$ cat src/design/plm_pkg.sv
package plm_pkg;

    // Bit positions inside the sampled MII registers.
    localparam int unsigned CTL_SPEED_SEL_LO = 6;
    localparam int unsigned CTL_FULL_DUPLEX  = 8;
    localparam int unsigned CTL_AN_RESTART   = 9;
    localparam int unsigned CTL_AN_ENABLE    = 12;
    localparam int unsigned CTL_SPEED_SEL_HI = 13;
    localparam int unsigned STS_LINK         = 2;
    localparam int unsigned STS_AN_DONE      = 5;
    localparam int unsigned STS_EXT_STATUS   = 8;
    localparam int unsigned GIG_LP_1000H     = 10;
    localparam int unsigned GIG_LP_1000F     = 11;
    localparam int unsigned GIG_MS_FAULT     = 15;
    localparam int unsigned LPA_10H          = 5;

    localparam int unsigned MODE_W      = 6;
    localparam int unsigned CFG_INDEX_W = 2;
    localparam int unsigned CFG_DATA_W  = 6;
    localparam logic [MODE_W-1:0] ADV_RESET = 6'h3F;

    typedef enum logic [CFG_INDEX_W-1:0] {
        REG_MONITOR_ENABLE   = 2'd0,
        REG_ADVERTISED_MODES = 2'd1
    } reg_index_t;

    typedef enum logic [1:0] {
        SPD_NONE = 2'd0,
        SPD_10M  = 2'd1,
        SPD_100M = 2'd2,
        SPD_1G   = 2'd3
    } speed_t;

    typedef enum logic [1:0] {
        DPX_NONE = 2'd0,
        DPX_HALF = 2'd1,
        DPX_FULL = 2'd2
    } duplex_t;

    typedef enum logic [1:0] {
        FAULT_NONE    = 2'd0,
        FAULT_MS      = 2'd1,
        FAULT_IGNORED = 2'd2
    } fault_t;

    typedef struct packed {
        logic [15:0] partner_ability;
        logic [15:0] gig_status;
        logic [15:0] basic_status;
        logic [15:0] basic_control;
    } item_t;

    typedef struct packed {
        logic [1:0]        fault_code;
        logic [MODE_W-1:0] partner_modes;
        logic              autoneg_on;
        logic [1:0]        duplex_code;
        logic [1:0]        speed_code;
        logic              link_changed;
        logic              link_up;
    } result_t;

    typedef struct packed {
        logic              link_flag;
        logic              reported_up;
        speed_t            speed;
        duplex_t           duplex;
        logic              autoneg;
        logic [MODE_W-1:0] partner;
    } state_t;

    typedef struct packed {
        logic              enable;
        logic [MODE_W-1:0] advertised;
        logic              report_clear;
    } cfg_t;

endpackage

$ cat src/design/phy_link_status_monitor.sv
// Link status monitor for a Clause 22 MII PHY.
//
// Poll transactions arrive on the s_ stream: each carries sampled copies of
// the control, status, 1000BASE-T status and link partner ability registers.
// Every poll produces exactly one result transaction on the m_ stream with
// the link flag, a change flag for software, the resolved speed and duplex,
// the autoneg mode, the captured partner abilities and a fault code.
// The cfg_ channel writes monitor_enable (index 0) and advertised_modes
// (index 1); it is always ready and should only be used while no poll is in
// flight. Other indices are ignored.
// A poll is held in an input register, resolved against the stored link
// state and written to the result register, which drives m_tvalid and
// m_tdata; while the receiver does not stall, one poll is taken every cycle.
// If the receiver stalls, the result register holds its transaction and the
// input register absorbs one more poll before s_tready falls.
// Reset clears the stored link state, disables monitoring and sets the
// advertised modes to all six abilities.
module phy_link_status_monitor
    import plm_pkg::*;
(
    input  logic                   clk,
    input  logic                   rst_n,
    input  logic                   s_tvalid,
    output logic                   s_tready,
    // basic_control[15:0], basic_status[31:16], gig_status[47:32],
    // partner_ability[63:48]
    input  logic [63:0]            s_tdata,
    output logic                   m_tvalid,
    input  logic                   m_tready,
    // link_up[0], link_changed[1], speed_code[3:2], duplex_code[5:4],
    // autoneg_on[6], partner_modes[12:7], fault_code[14:13], zero pad[15]
    output logic [15:0]            m_tdata,
    input  logic                   cfg_valid,
    output logic                   cfg_ready,
    input  logic [CFG_INDEX_W-1:0] cfg_index,
    input  logic [CFG_DATA_W-1:0]  cfg_data
);

    cfg_t    cfg;
    item_t   item_reg;
    logic    item_valid_reg;
    state_t  state_reg;
    state_t  state_next;
    result_t result_next;
    result_t result_reg;
    logic    result_valid_reg;
    logic    advance;

    plm_cfg u_cfg (
        .clk       (clk),
        .rst_n     (rst_n),
        .cfg_valid (cfg_valid),
        .cfg_ready (cfg_ready),
        .cfg_index (cfg_index),
        .cfg_data  (cfg_data),
        .cfg       (cfg)
    );

    plm_resolve u_resolve (
        .item       (item_reg),
        .state      (state_reg),
        .cfg        (cfg),
        .state_next (state_next),
        .result     (result_next)
    );

    // A poll moves on whenever the result register is empty or being drained.
    assign advance  = item_valid_reg & (~result_valid_reg | m_tready);
    assign s_tready = ~item_valid_reg | advance;

    always_ff @(posedge clk or negedge rst_n)
    begin
        if (!rst_n)
        begin
            item_valid_reg   <= 1'b0;
            result_valid_reg <= 1'b0;
            state_reg        <= '0;
        end
        else
        begin
            if (s_tready)
                item_valid_reg <= s_tvalid;
            if (advance)
                result_valid_reg <= 1'b1;
            else if (m_tready)
                result_valid_reg <= 1'b0;
            if (advance)
                state_reg <= state_next;
            else if (cfg.report_clear)
                state_reg.reported_up <= 1'b0;
        end
    end

    // Payload registers carry no reset.
    always_ff @(posedge clk)
    begin
        if (s_tready && s_tvalid)
            item_reg <= item_t'(s_tdata);
        if (advance)
            result_reg <= result_next;
    end

    assign m_tvalid = result_valid_reg;
    assign m_tdata  = {1'b0, result_reg};

endmodule

$ cat src/design/plm_cfg.sv
module plm_cfg
    import plm_pkg::*;
(
    input  logic                   clk,
    input  logic                   rst_n,
    input  logic                   cfg_valid,
    output logic                   cfg_ready,
    input  logic [CFG_INDEX_W-1:0] cfg_index,
    input  logic [CFG_DATA_W-1:0]  cfg_data,
    output cfg_t                   cfg
);

    logic              enable_reg;
    logic              enable_next;
    logic [MODE_W-1:0] adv_reg;
    logic [MODE_W-1:0] adv_next;
    logic              wr;

    assign cfg_ready = 1'b1;
    assign wr        = cfg_valid & cfg_ready;

    always_comb
    begin
        enable_next = enable_reg;
        adv_next    = adv_reg;
        if (wr)
        begin
            case (reg_index_t'(cfg_index))
                REG_MONITOR_ENABLE:   enable_next = cfg_data[0];
                REG_ADVERTISED_MODES: adv_next    = cfg_data[MODE_W-1:0];
                default:              ;
            endcase
        end
    end

    always_ff @(posedge clk or negedge rst_n)
    begin
        if (!rst_n)
        begin
            enable_reg <= 1'b0;
            adv_reg    <= ADV_RESET;
        end
        else
        begin
            enable_reg <= enable_next;
            adv_reg    <= adv_next;
        end
    end

    // Enabling clears reported_up unless a poll moves on.
    assign cfg.enable       = enable_reg;
    assign cfg.advertised   = adv_reg;
    assign cfg.report_clear = enable_next & ~enable_reg;

endmodule

$ cat src/design/plm_resolve.sv
module plm_resolve
    import plm_pkg::*;
(
    input  item_t   item,
    input  state_t  state,
    input  cfg_t    cfg,
    output state_t  state_next,
    output result_t result
);

    logic              an;
    logic              link_new;
    logic              rising;
    logic              ms_fault;
    logic [MODE_W-1:0] modes;
    logic [MODE_W-1:0] common;
    speed_t            an_speed;
    duplex_t           an_duplex;
    speed_t            forced_speed;
    logic [1:0]        sel;
    fault_t            fault;
    logic              changed;

    always_comb
    begin
        an       = item.basic_control[CTL_AN_ENABLE];
        link_new = ~item.basic_control[CTL_AN_RESTART]
                 & item.basic_status[STS_LINK] & item.basic_status[STS_AN_DONE];
        rising   = ~item.basic_control[CTL_AN_RESTART] & ~state.link_flag & link_new;
        ms_fault = an & item.basic_status[STS_EXT_STATUS] & item.gig_status[GIG_MS_FAULT];

        modes = {2'b00, item.partner_ability[LPA_10H+3:LPA_10H]};
        if (item.basic_status[STS_EXT_STATUS])
        begin
            modes[5] = item.gig_status[GIG_LP_1000F];
            modes[4] = item.gig_status[GIG_LP_1000H];
        end
        if (!an)
            modes = '0;

        // Highest common mode, 1000F first and 10H last.
        common = cfg.advertised & modes;
        if (common[5])      begin an_speed = SPD_1G;   an_duplex = DPX_FULL; end
        else if (common[4]) begin an_speed = SPD_1G;   an_duplex = DPX_HALF; end
        else if (common[3]) begin an_speed = SPD_100M; an_duplex = DPX_FULL; end
        else if (common[2]) begin an_speed = SPD_100M; an_duplex = DPX_HALF; end
        else if (common[1]) begin an_speed = SPD_10M;  an_duplex = DPX_FULL; end
        else if (common[0]) begin an_speed = SPD_10M;  an_duplex = DPX_HALF; end
        else                begin an_speed = SPD_NONE; an_duplex = DPX_NONE; end

        sel = {item.basic_control[CTL_SPEED_SEL_HI], item.basic_control[CTL_SPEED_SEL_LO]};
        case (sel)
            2'b01:   forced_speed = SPD_1G;
            2'b10:   forced_speed = SPD_100M;
            default: forced_speed = SPD_10M;
        endcase

        state_next = state;
        fault      = FAULT_NONE;
        changed    = 1'b0;
        if (!cfg.enable)
        begin
            fault = FAULT_IGNORED;
        end
        else
        begin
            state_next.autoneg   = an;
            state_next.link_flag = link_new;
            if (rising && ms_fault)
            begin
                fault = FAULT_MS;
            end
            else
            begin
                if (rising)
                begin
                    state_next.partner = modes;
                    if (an)
                    begin
                        state_next.speed  = an_speed;
                        state_next.duplex = an_duplex;
                    end
                    else
                    begin
                        state_next.speed  = forced_speed;
                        state_next.duplex = item.basic_control[CTL_FULL_DUPLEX]
                                          ? DPX_FULL : DPX_HALF;
                    end
                end
                if (link_new != state.reported_up)
                begin
                    state_next.reported_up = link_new;
                    changed                = 1'b1;
                end
            end
        end

        result.link_up       = state_next.link_flag;
        result.link_changed  = changed;
        result.speed_code    = state_next.speed;
        result.duplex_code   = state_next.duplex;
        result.autoneg_on    = state_next.autoneg;
        result.partner_modes = state_next.partner;
        result.fault_code    = fault;
    end

endmodule

$ cat config.mk
export PLATFORM = sky130hd
export DESIGN_NAME = phy_link_status_monitor
export DESIGN_NICKNAME = d
export VERILOG_FILES = /design/src/design/plm_pkg.sv /design/src/design/phy_link_status_monitor.sv /design/src/design/plm_cfg.sv /design/src/design/plm_resolve.sv
export SDC_FILE = /design/constraint.sdc
export NUM_CORES = 1
export LEC_CHECK = 0
export ABC_AREA = 0
export BUFFER_PORTS_ARGS = -buffer_cell sky130_fd_sc_hd__buf_2
export CAP_MARGIN = 15
export CORE_MARGIN = 2
export CORE_UTILIZATION = 58
export CTS_CLUSTER_SIZE = 28
export DETAILED_ROUTE_END_ITERATION = 8
export GPL_TIMING_DRIVEN = 0
export PLACE_DENSITY_LB_ADDON = 0.2
export SYNTH_ARGS = -nofsm -noshare
export SYNTH_HDL_FRONTEND = slang
export SYNTH_HIERARCHICAL = 1
export SYNTH_SLANG_ARGS = --single-unit
$ cat constraint.sdc
create_clock -name clk -period 5 [get_ports clk]
set_input_delay 0.75 -clock clk [delete_from_list [all_inputs] [get_ports clk]]
set_output_delay 0.75 -clock clk [all_outputs]
set_load 0.01 [all_outputs]
# After elaboration in Yosys (flattened, before gate mapping)
# Cells that the tools add are included.
# classes
n_eq_ne,7
muxes,30
bitwise_logic,16
n_reduce_logical,8
# ops
cell,count
$mux W2,12
$mux W6,3
$mux W13,1
$mux W1,10
$and A1 B1 Y1,8
$mux W4,2
$and A6 B6 Y6,1
$mux W5,1
$not A1 Y1,5
$eq A2 B1 Y1 const B,2
$ne A2 B1 Y1 const B,2
$pmux W2 S2,1
$reduce_and A4 Y1,1
$reduce_bool A2 Y1,2
$eq A2 B2 Y1 const B,1
$logic_and A1 B1 Y1,2
$logic_not A2 Y1,1
$ne A2 B2 Y1 const B,1
$or A1 B1 Y1,2
$reduce_and A2 Y1,1
$reduce_or A2 Y1,1
$ne A1 B1 Y1,1
# totals
ff_bits,85
inputBits,77
out_inout_bits,19
wordCells,82

# Logic depth before layout (Yosys ltp)
# Gate-level depths: netlist (run 1).
# logic_depth
ltp_word,14
mapped_depth,9
ltp_nobuf,6

# Modules after synthesis
# The synthesis (run 1) kept the hierarchy.
# modules_own_cells
module,instances,cells_each,area_per_inst_um2,seq_area_each_um2
phy_link_status_monitor,1,118,3021.6,2747.6
plm_resolve,1,77,465.4,0.0
plm_cfg,1,20,321.6,182.7

# Least setup slack after synthesis (run 1)
# Ideal clock, no wire load.
# synth_timing
path_type,input to register
start,in m_tready
end,"reg item_reg[0] (netlist bit), enable pin"
setup_time_ns,0.429
arrival_ns,2.473
required_ns,4.571
path_slack_ns,2.098
cell_stages,2
cell_sequence,nand3b_1 > and2_1
# synth_via
elab_chain_len,4
# synth_lines
item,line,rtl
from (decl),phy_link_status_monitor.sv:29,"input logic m_tready,"
$or A1 B1 Y1,phy_link_status_monitor.sv:68,assign advance = item_valid_reg & (~result_valid_reg | m_tready);
$and A1 B1 Y1,phy_link_status_monitor.sv:68,
$or A1 B1 Y1,phy_link_status_monitor.sv:69,assign s_tready = ~item_valid_reg | advance;
$logic_and A1 B1 Y1,phy_link_status_monitor.sv:97,if (s_tready && s_tvalid)
to (signal assigned),phy_link_status_monitor.sv:98,item_reg <= item_t'(s_tdata);
to (decl),phy_link_status_monitor.sv:40,item_t item_reg;
# Every way passes these cells.
# A chain may end at the register's enable or synchronous reset.

==> results of run 1 <==
## where the power goes
part | total (W) | internal, W | switching, W
combinational | 0.000287 | 0.000172 | 0.000115
sequential | 0.000603 | 0.000559 | 0.0000447
clock | 0.000250 | 0.000126 | 0.000123
## area by class of cell
class | instances | area share
clock buffers | 8 | 0.0368
inverters | 5 | 0.00690
well taps | 50 | 0.0230
flip-flops and latches | 52 | 0.536
plain buffers | 20 | 0.0612
multi-input cells | 89 | 0.255
repair buffers | 44 | 0.0810
## cells in the final DEF, fill, tap and decap left out, types with 2 or more instances in the layout
master / count
inv_1: 4
clkbuf_1: 2
o31a_1: 2
nand3_1: 5
o21ai_0: 2
edfxtp_1: 30
clkbuf_8: 7
buf_2: 44
a21oi_1: 4
nand3b_4: 2
nand2_1: 19
buf_4: 16
buf_6: 2
mux2_4: 9
dfrtp_1: 16
o21ai_1: 7
conb_1: 2
o22ai_1: 2
mux2_2: 12
dfstp_2: 6
nor2_1: 2
nand2b_1: 3
## routing by layer
metal,GRT usage,vias to the layer above
met4,0.0383,0
met2,0.325,44
met5,0,-
met1,0.216,661
li1,-,675
met3,0.0583,2
## how the worst min path moves through the flow
stage,start,end,slack [ps],depth (start not counted)
floorplan,rst_n,item_valid_reg,450,0
global placement,state_reg[9],state_reg[9],480,1
detailed placement,state_reg[7],state_reg[7],490,1
CTS,rst_n,state_reg[4],440,1
global route,rst_n,state_reg[4],450,1
finish,rst_n,state_reg[10],420,1
## per-stage QoR
step	hold slack [ps]	cell area [sq um]	instances	utilization	power, W
final	420	2720	268	0.690	0.00114
after CTS	441	2720	268	0.690	0.00115
after global routing	450	2720	268	0.690	0.00120
after detailed placement	494	2620	260	0.665	0.000902
after global placement	484	2620	260	0.665	0.000882
after floorplan	454	2340	166	-	0.000823
==> flow_metrics.env, run 1 <==
export IMPL_status="finished clean"
export IMPL_ant_nets=0
export IMPL_via_per_inst=5.16
export IMPL_max_freq_ghz=0.475
export IMPL_cp_top_family="simple AND/OR/NAND/NOR gates"
export IMPL_antenna_found_initial=0
export IMPL_wl_met2_mm=2.00
export IMPL_slew_viol_final=0
export IMPL_grt_overflow_total=0
export IMPL_die_w_microns=67.5
export IMPL_dr_pass1_iters=6
export IMPL_critPathCapture="state_reg[9]"
export IMPL_skew_ps=11.5
export IMPL_setup_viol=0
export IMPL_drive_above_1_share=0.482
export IMPL_numPortBuffers=44
export IMPL_drcViolationCount=0
export IMPL_path_depth=7
export IMPL_holdCritPathClass="input port to async pin"
export IMPL_h_tree_depth=2
export IMPL_ios=96
export IMPL_r2r_end="state_reg[9]"
export IMPL_leakagePower_nw=1.23
export IMPL_fin_nets=295
export IMPL_core_area_sq_um=3940
export IMPL_crit_chain="buf_4 -> inv_2 -> or4b_4 -> buf_6 -> o31a_1 -> buf_4 -> mux2_4"
export IMPL_setup_tns_ps=0
export IMPL_period_share=0.421
export IMPL_holdBufCountCts=0
export IMPL_wl_mm=3.86
export IMPL_cts_inserted_buffers=5
export IMPL_diodes=0
export IMPL_grt_pass1_wl_mm=6.03
export IMPL_vdd_ir_drop_max_mv=0.274
export IMPL_drt_iter0_markers=107
export IMPL_initial_core_util=0.593
export IMPL_period_needed_ps=2100
export IMPL_wl_met1_mm=1.65
export IMPL_fillCellCount=308
export IMPL_crit_required_ps=5190
export IMPL_slowest_stage="or4b_4"
export IMPL_die_area_sq_um=4550
export IMPL_cp_buffers_inverters=4
export IMPL_hold_violations=0
export IMPL_rows=23
export IMPL_synth_nets=244
export IMPL_max_stage_delay_ps=550
export IMPL_routedWlPerCell_microns=14.4
export IMPL_slew_headroom=0.553
export IMPL_path_max_fanout=10
export IMPL_die_h_microns=67.5
export IMPL_end_kind="register"
export IMPL_critical_path_class="register to register"
export IMPL_seqCellArea_sq_um=1460
export IMPL_grt_max_degree=23
export IMPL_dp_hpwl_mm=2.92
export IMPL_dr_total_vias=1382
export IMPL_layout_setup_ws_ps=2900
export IMPL_tightest_slew_ps=671
export IMPL_cts_reportedPaths_clkPinSlew_ps=90
export IMPL_critical_path_arrival_ps=2290
export IMPL_cts_tree="yes"
export IMPL_reg2regPathDepth=7
export IMPL_post_place_ws_ps=2890
export IMPL_postCtsSetupRepairBufs=0
export IMPL_grt_total_usage=0.183
export IMPL_clock_sinks=52
export IMPL_ys_warn_count=6
export IMPL_cts_resized=0
export IMPL_cp_startpoint="u_cfg/enable_reg"
export IMPL_grt_pass1_vias=1402
export IMPL_maxCapViolCount=0
export IMPL_critPathMostFrequentCell="buf_4"
export IMPL_clock_latency_ps=300
export IMPL_syn_cell_area_sq_um=2340
export IMPL_wl_met3_microns=199
export IMPL_cp_start_kind="register"
export IMPL_multi_input_area_sq_um=693
export IMPL_rsz0062_at_grt="false"
export IMPL_syn_inst=166
export IMPL_syn2layout_area_growth_pct=16.4
export IMPL_cts_root_buffer="clkbuf_8"
export IMPL_top_layer="met4"
export IMPL_p_per_area_nw_per_um2=419
export IMPL_cts_buffer_depth=2
export IMPL_globalplace_congestion=0.767
export IMPL_avgSynthCellArea_sq_um=14.1
export IMPL_r2r_setup_slack_ps=2900
export IMPL_r2r_start="u_cfg/enable_reg"
Power figures use the tool's default switching activity.
==> inputs of run 2 (changes only) <==
--- a/config.mk
+++ b/config.mk
@@ -9,7 +9,7 @@
 export BUFFER_PORTS_ARGS = -buffer_cell sky130_fd_sc_hd__buf_2
 export CAP_MARGIN = 15
 export CORE_MARGIN = 2
-export CORE_UTILIZATION = 58
+export CORE_UTILIZATION = 49
 export CTS_CLUSTER_SIZE = 28
 export DETAILED_ROUTE_END_ITERATION = 8
 export GPL_TIMING_DRIVEN = 0
==> constraint.sdc (replaced) <==
create_clock -name clk -period 1.7 [get_ports clk]
set_input_delay 0.255 -clock clk [delete_from_list [all_inputs] [get_ports clk]]
set_output_delay 0.255 -clock clk [all_outputs]
set_load 0.01 [all_outputs]
==> flow_metrics.env, run 2 (synthesis results as in run 1) <==
export IMPL_p_switching_w=0.000961
export IMPL_clock_sinks=52
export IMPL_cts_tree="yes"
export IMPL_core_area_sq_um=4660
export IMPL_drcViolationCount=0
export IMPL_cts_reportedPaths_clkPinSlew_ps=90
export IMPL_drt_iter0_markers=74
export IMPL_reg2regPathDepth=9
export IMPL_ios=96
export IMPL_die_w_microns=73.1
export IMPL_r2r_start="u_cfg/enable_reg"
export IMPL_fin_nets=315
export IMPL_cp_buffers_inverters=5
export IMPL_critPathMostFrequentCell="buf_8"
export IMPL_worstHoldEndpoint="item_reg[18]"
export IMPL_rsz0062_at_grt="true"
export IMPL_end_kind="register"
export IMPL_crit_chain="buf_6 -> inv_4 -> or4b_4 -> buf_8 -> buf_8 -> nand2_2 -> o21ai_2 -> buf_4 -> mux2_4"
export IMPL_r2r_setup_slack_ps=-270
export IMPL_wl_mm=4.29
export IMPL_seqCellArea_sq_um=1460
export IMPL_leakagePower_nw=1.36
export IMPL_fillCellCount=360
export IMPL_syn2layout_area_growth_pct=28.5
export IMPL_tightest_slew_ps=641
export IMPL_setup_tns_ps=-3520
export IMPL_final_cell_mix="buf_2, buf_4, edfxtp_1, dfrtp_1"
export IMPL_crit_required_ps=1900
export IMPL_rows=25
export IMPL_hold_violations=0
export IMPL_h_tree_depth=2
export IMPL_violations="setup timing"
export IMPL_power_internal_w=0.00268
export IMPL_hold_depth=1
export IMPL_max_freq_ghz=0.508
export IMPL_initial_core_util=0.501
export IMPL_grt_pass1_wl_mm=6.93
export IMPL_multi_input_area_sq_um=785
export IMPL_period_share=1.16
export IMPL_grt_overflow_total=0
export IMPL_slew_headroom=0.572
export IMPL_grt_total_usage=0.177
export IMPL_p_comb_frac=0.308
export IMPL_clock_latency_ps=300
export IMPL_setup_viol=20
export IMPL_cts_buffer_depth=2
export IMPL_globalplace_congestion=0.777
export IMPL_critical_path_class="register to register"
export IMPL_dr_pass1_iters=4
export IMPL_die_area_sq_um=5340
export IMPL_status="finished with violations"
export IMPL_grt_pass1_vias=1495
export IMPL_dp_hpwl_mm=2.90
export IMPL_p_seq_frac=0.495
export IMPL_drive_above_1_share=0.584
export IMPL_routedWlPerCell_microns=14.7
export IMPL_ant_nets=0
export IMPL_p_per_area_nw_per_um2=1210
export IMPL_path_max_fanout=7
export IMPL_max_stage_delay_ps=540
export IMPL_holdCritPathClass="input port to register"
export IMPL_maxCapViolCount=0
export IMPL_final_common_cell="buf_2"
export IMPL_diodes=0
export IMPL_r2r_end="state_reg[10]"
export IMPL_swShare=0.264
export IMPL_grt_max_degree=23
export IMPL_dr_total_vias=1472
export IMPL_slew_viol_final=0
export IMPL_layout_setup_ws_ps=-269
export IMPL_via_per_inst=5.04
export IMPL_cp_start_kind="register"
export IMPL_vdd_ir_drop_max_mv=0.579
export IMPL_critical_path_arrival_ps=2170
export IMPL_antenna_found_initial=0
export IMPL_numPortBuffers=44
export IMPL_cts_inserted_buffers=5
export IMPL_cts_root_buffer="clkbuf_8"
export IMPL_min_from="s_tdata[18]"
export IMPL_die_h_microns=73.1
export IMPL_cp_top_family="simple AND/OR/NAND/NOR gates"
export IMPL_slowest_stage="or4b_4"
export IMPL_post_place_ws_ps=-329
export IMPL_period_needed_ps=1970
export IMPL_skew_ps=5.83
export IMPL_p_clk_frac=0.196
## run 2: cell count changes in the layout (fill, tap and decap cells not counted), sizes merged
cell / previous run / this run
buf: 63 / 82
dlygate4sd3: 0 / 1
## run 2: worst max-delay path by stage
| stage | endpoint | slack (ps) | cells after the start | from |
|---|---|---|---|---|
| after floorplan | state_reg[8] | -210 | 9 | u_cfg/enable_reg |
| after global routing | state_reg[10] | -320 | 9 | u_cfg/enable_reg |
| after CTS | state_reg[7] | -300 | 7 | u_cfg/enable_reg |
| after global placement | state_reg[4] | -300 | 8 | item_reg[12] |
| final | state_reg[10] | -270 | 9 | u_cfg/enable_reg |
| after detailed placement | state_reg[7] | -330 | 7 | u_cfg/enable_reg |
## run 2: timing repair
item	CTS	global route
gates resized for setup	17	10
hold endpoints to repair	16	0
cloned	1	0
hold buffers	1	0
setup buffers	15	4
pin swaps	8	2
setup endpoints to repair	20	20
## run 2: power by group through the flow
| stage | Sequential [W] | Clock (W) | Combinational, W |
|---|---|---|---|
| floorplan | 0.00180 | 0 | 0.000633 |
| global placement | 0.00178 | 0 | 0.000832 |
| detailed placement | 0.00180 | 0 | 0.000865 |
| CTS | 0.00179 | 0.000726 | 0.00103 |
| global route | 0.00183 | 0.000785 | 0.00120 |
| finish | 0.00180 | 0.000714 | 0.00112 |
## run 2: stage by stage
step / cell area (sq um) / total power [W] / hold WS [ps] / instances / util
finish: 3000 / 0.00364 / 124 / 292 / 0.645
global route: 3000 / 0.00382 / 105 / 292 / 0.645
CTS: 2940 / 0.00355 / 116 / 289 / 0.630
detailed placement: 2640 / 0.00266 / 268 / 264 / 0.566
global placement: 2640 / 0.00262 / 257 / 264 / 0.566
floorplan: 2350 / 0.00243 / -40.6 / 166 / -
## run 2: layer usage
metal,wire length (microns),track usage,up-vias
met5,0,0,-
li1,-,-,716
met1,1840,0.216,703
met4,87,0.0802,0
met3,221,0.0511,6
met2,2140,0.290,47
## run 2: worst reg2reg max path, cell delays in order (launching register included)
cell	delay, ps
dfrtp_1	370
buf_6	110
inv_4	30
or4b_4	540
buf_8	160
buf_8	140
nand2_2	60
o21ai_2	70
buf_4	130
mux2_4	250
## run 2: area by class of cell
| type | count | area share |
|---|---|---|
| sequential | 52 | 0.486 |
| multi-input combinational | 89 | 0.261 |
| timing repair buffer | 65 | 0.136 |
| buffer | 19 | 0.0579 |
| clock buffer | 8 | 0.0300 |
| tap | 54 | 0.0225 |
| inverter | 5 | 0.00708 |
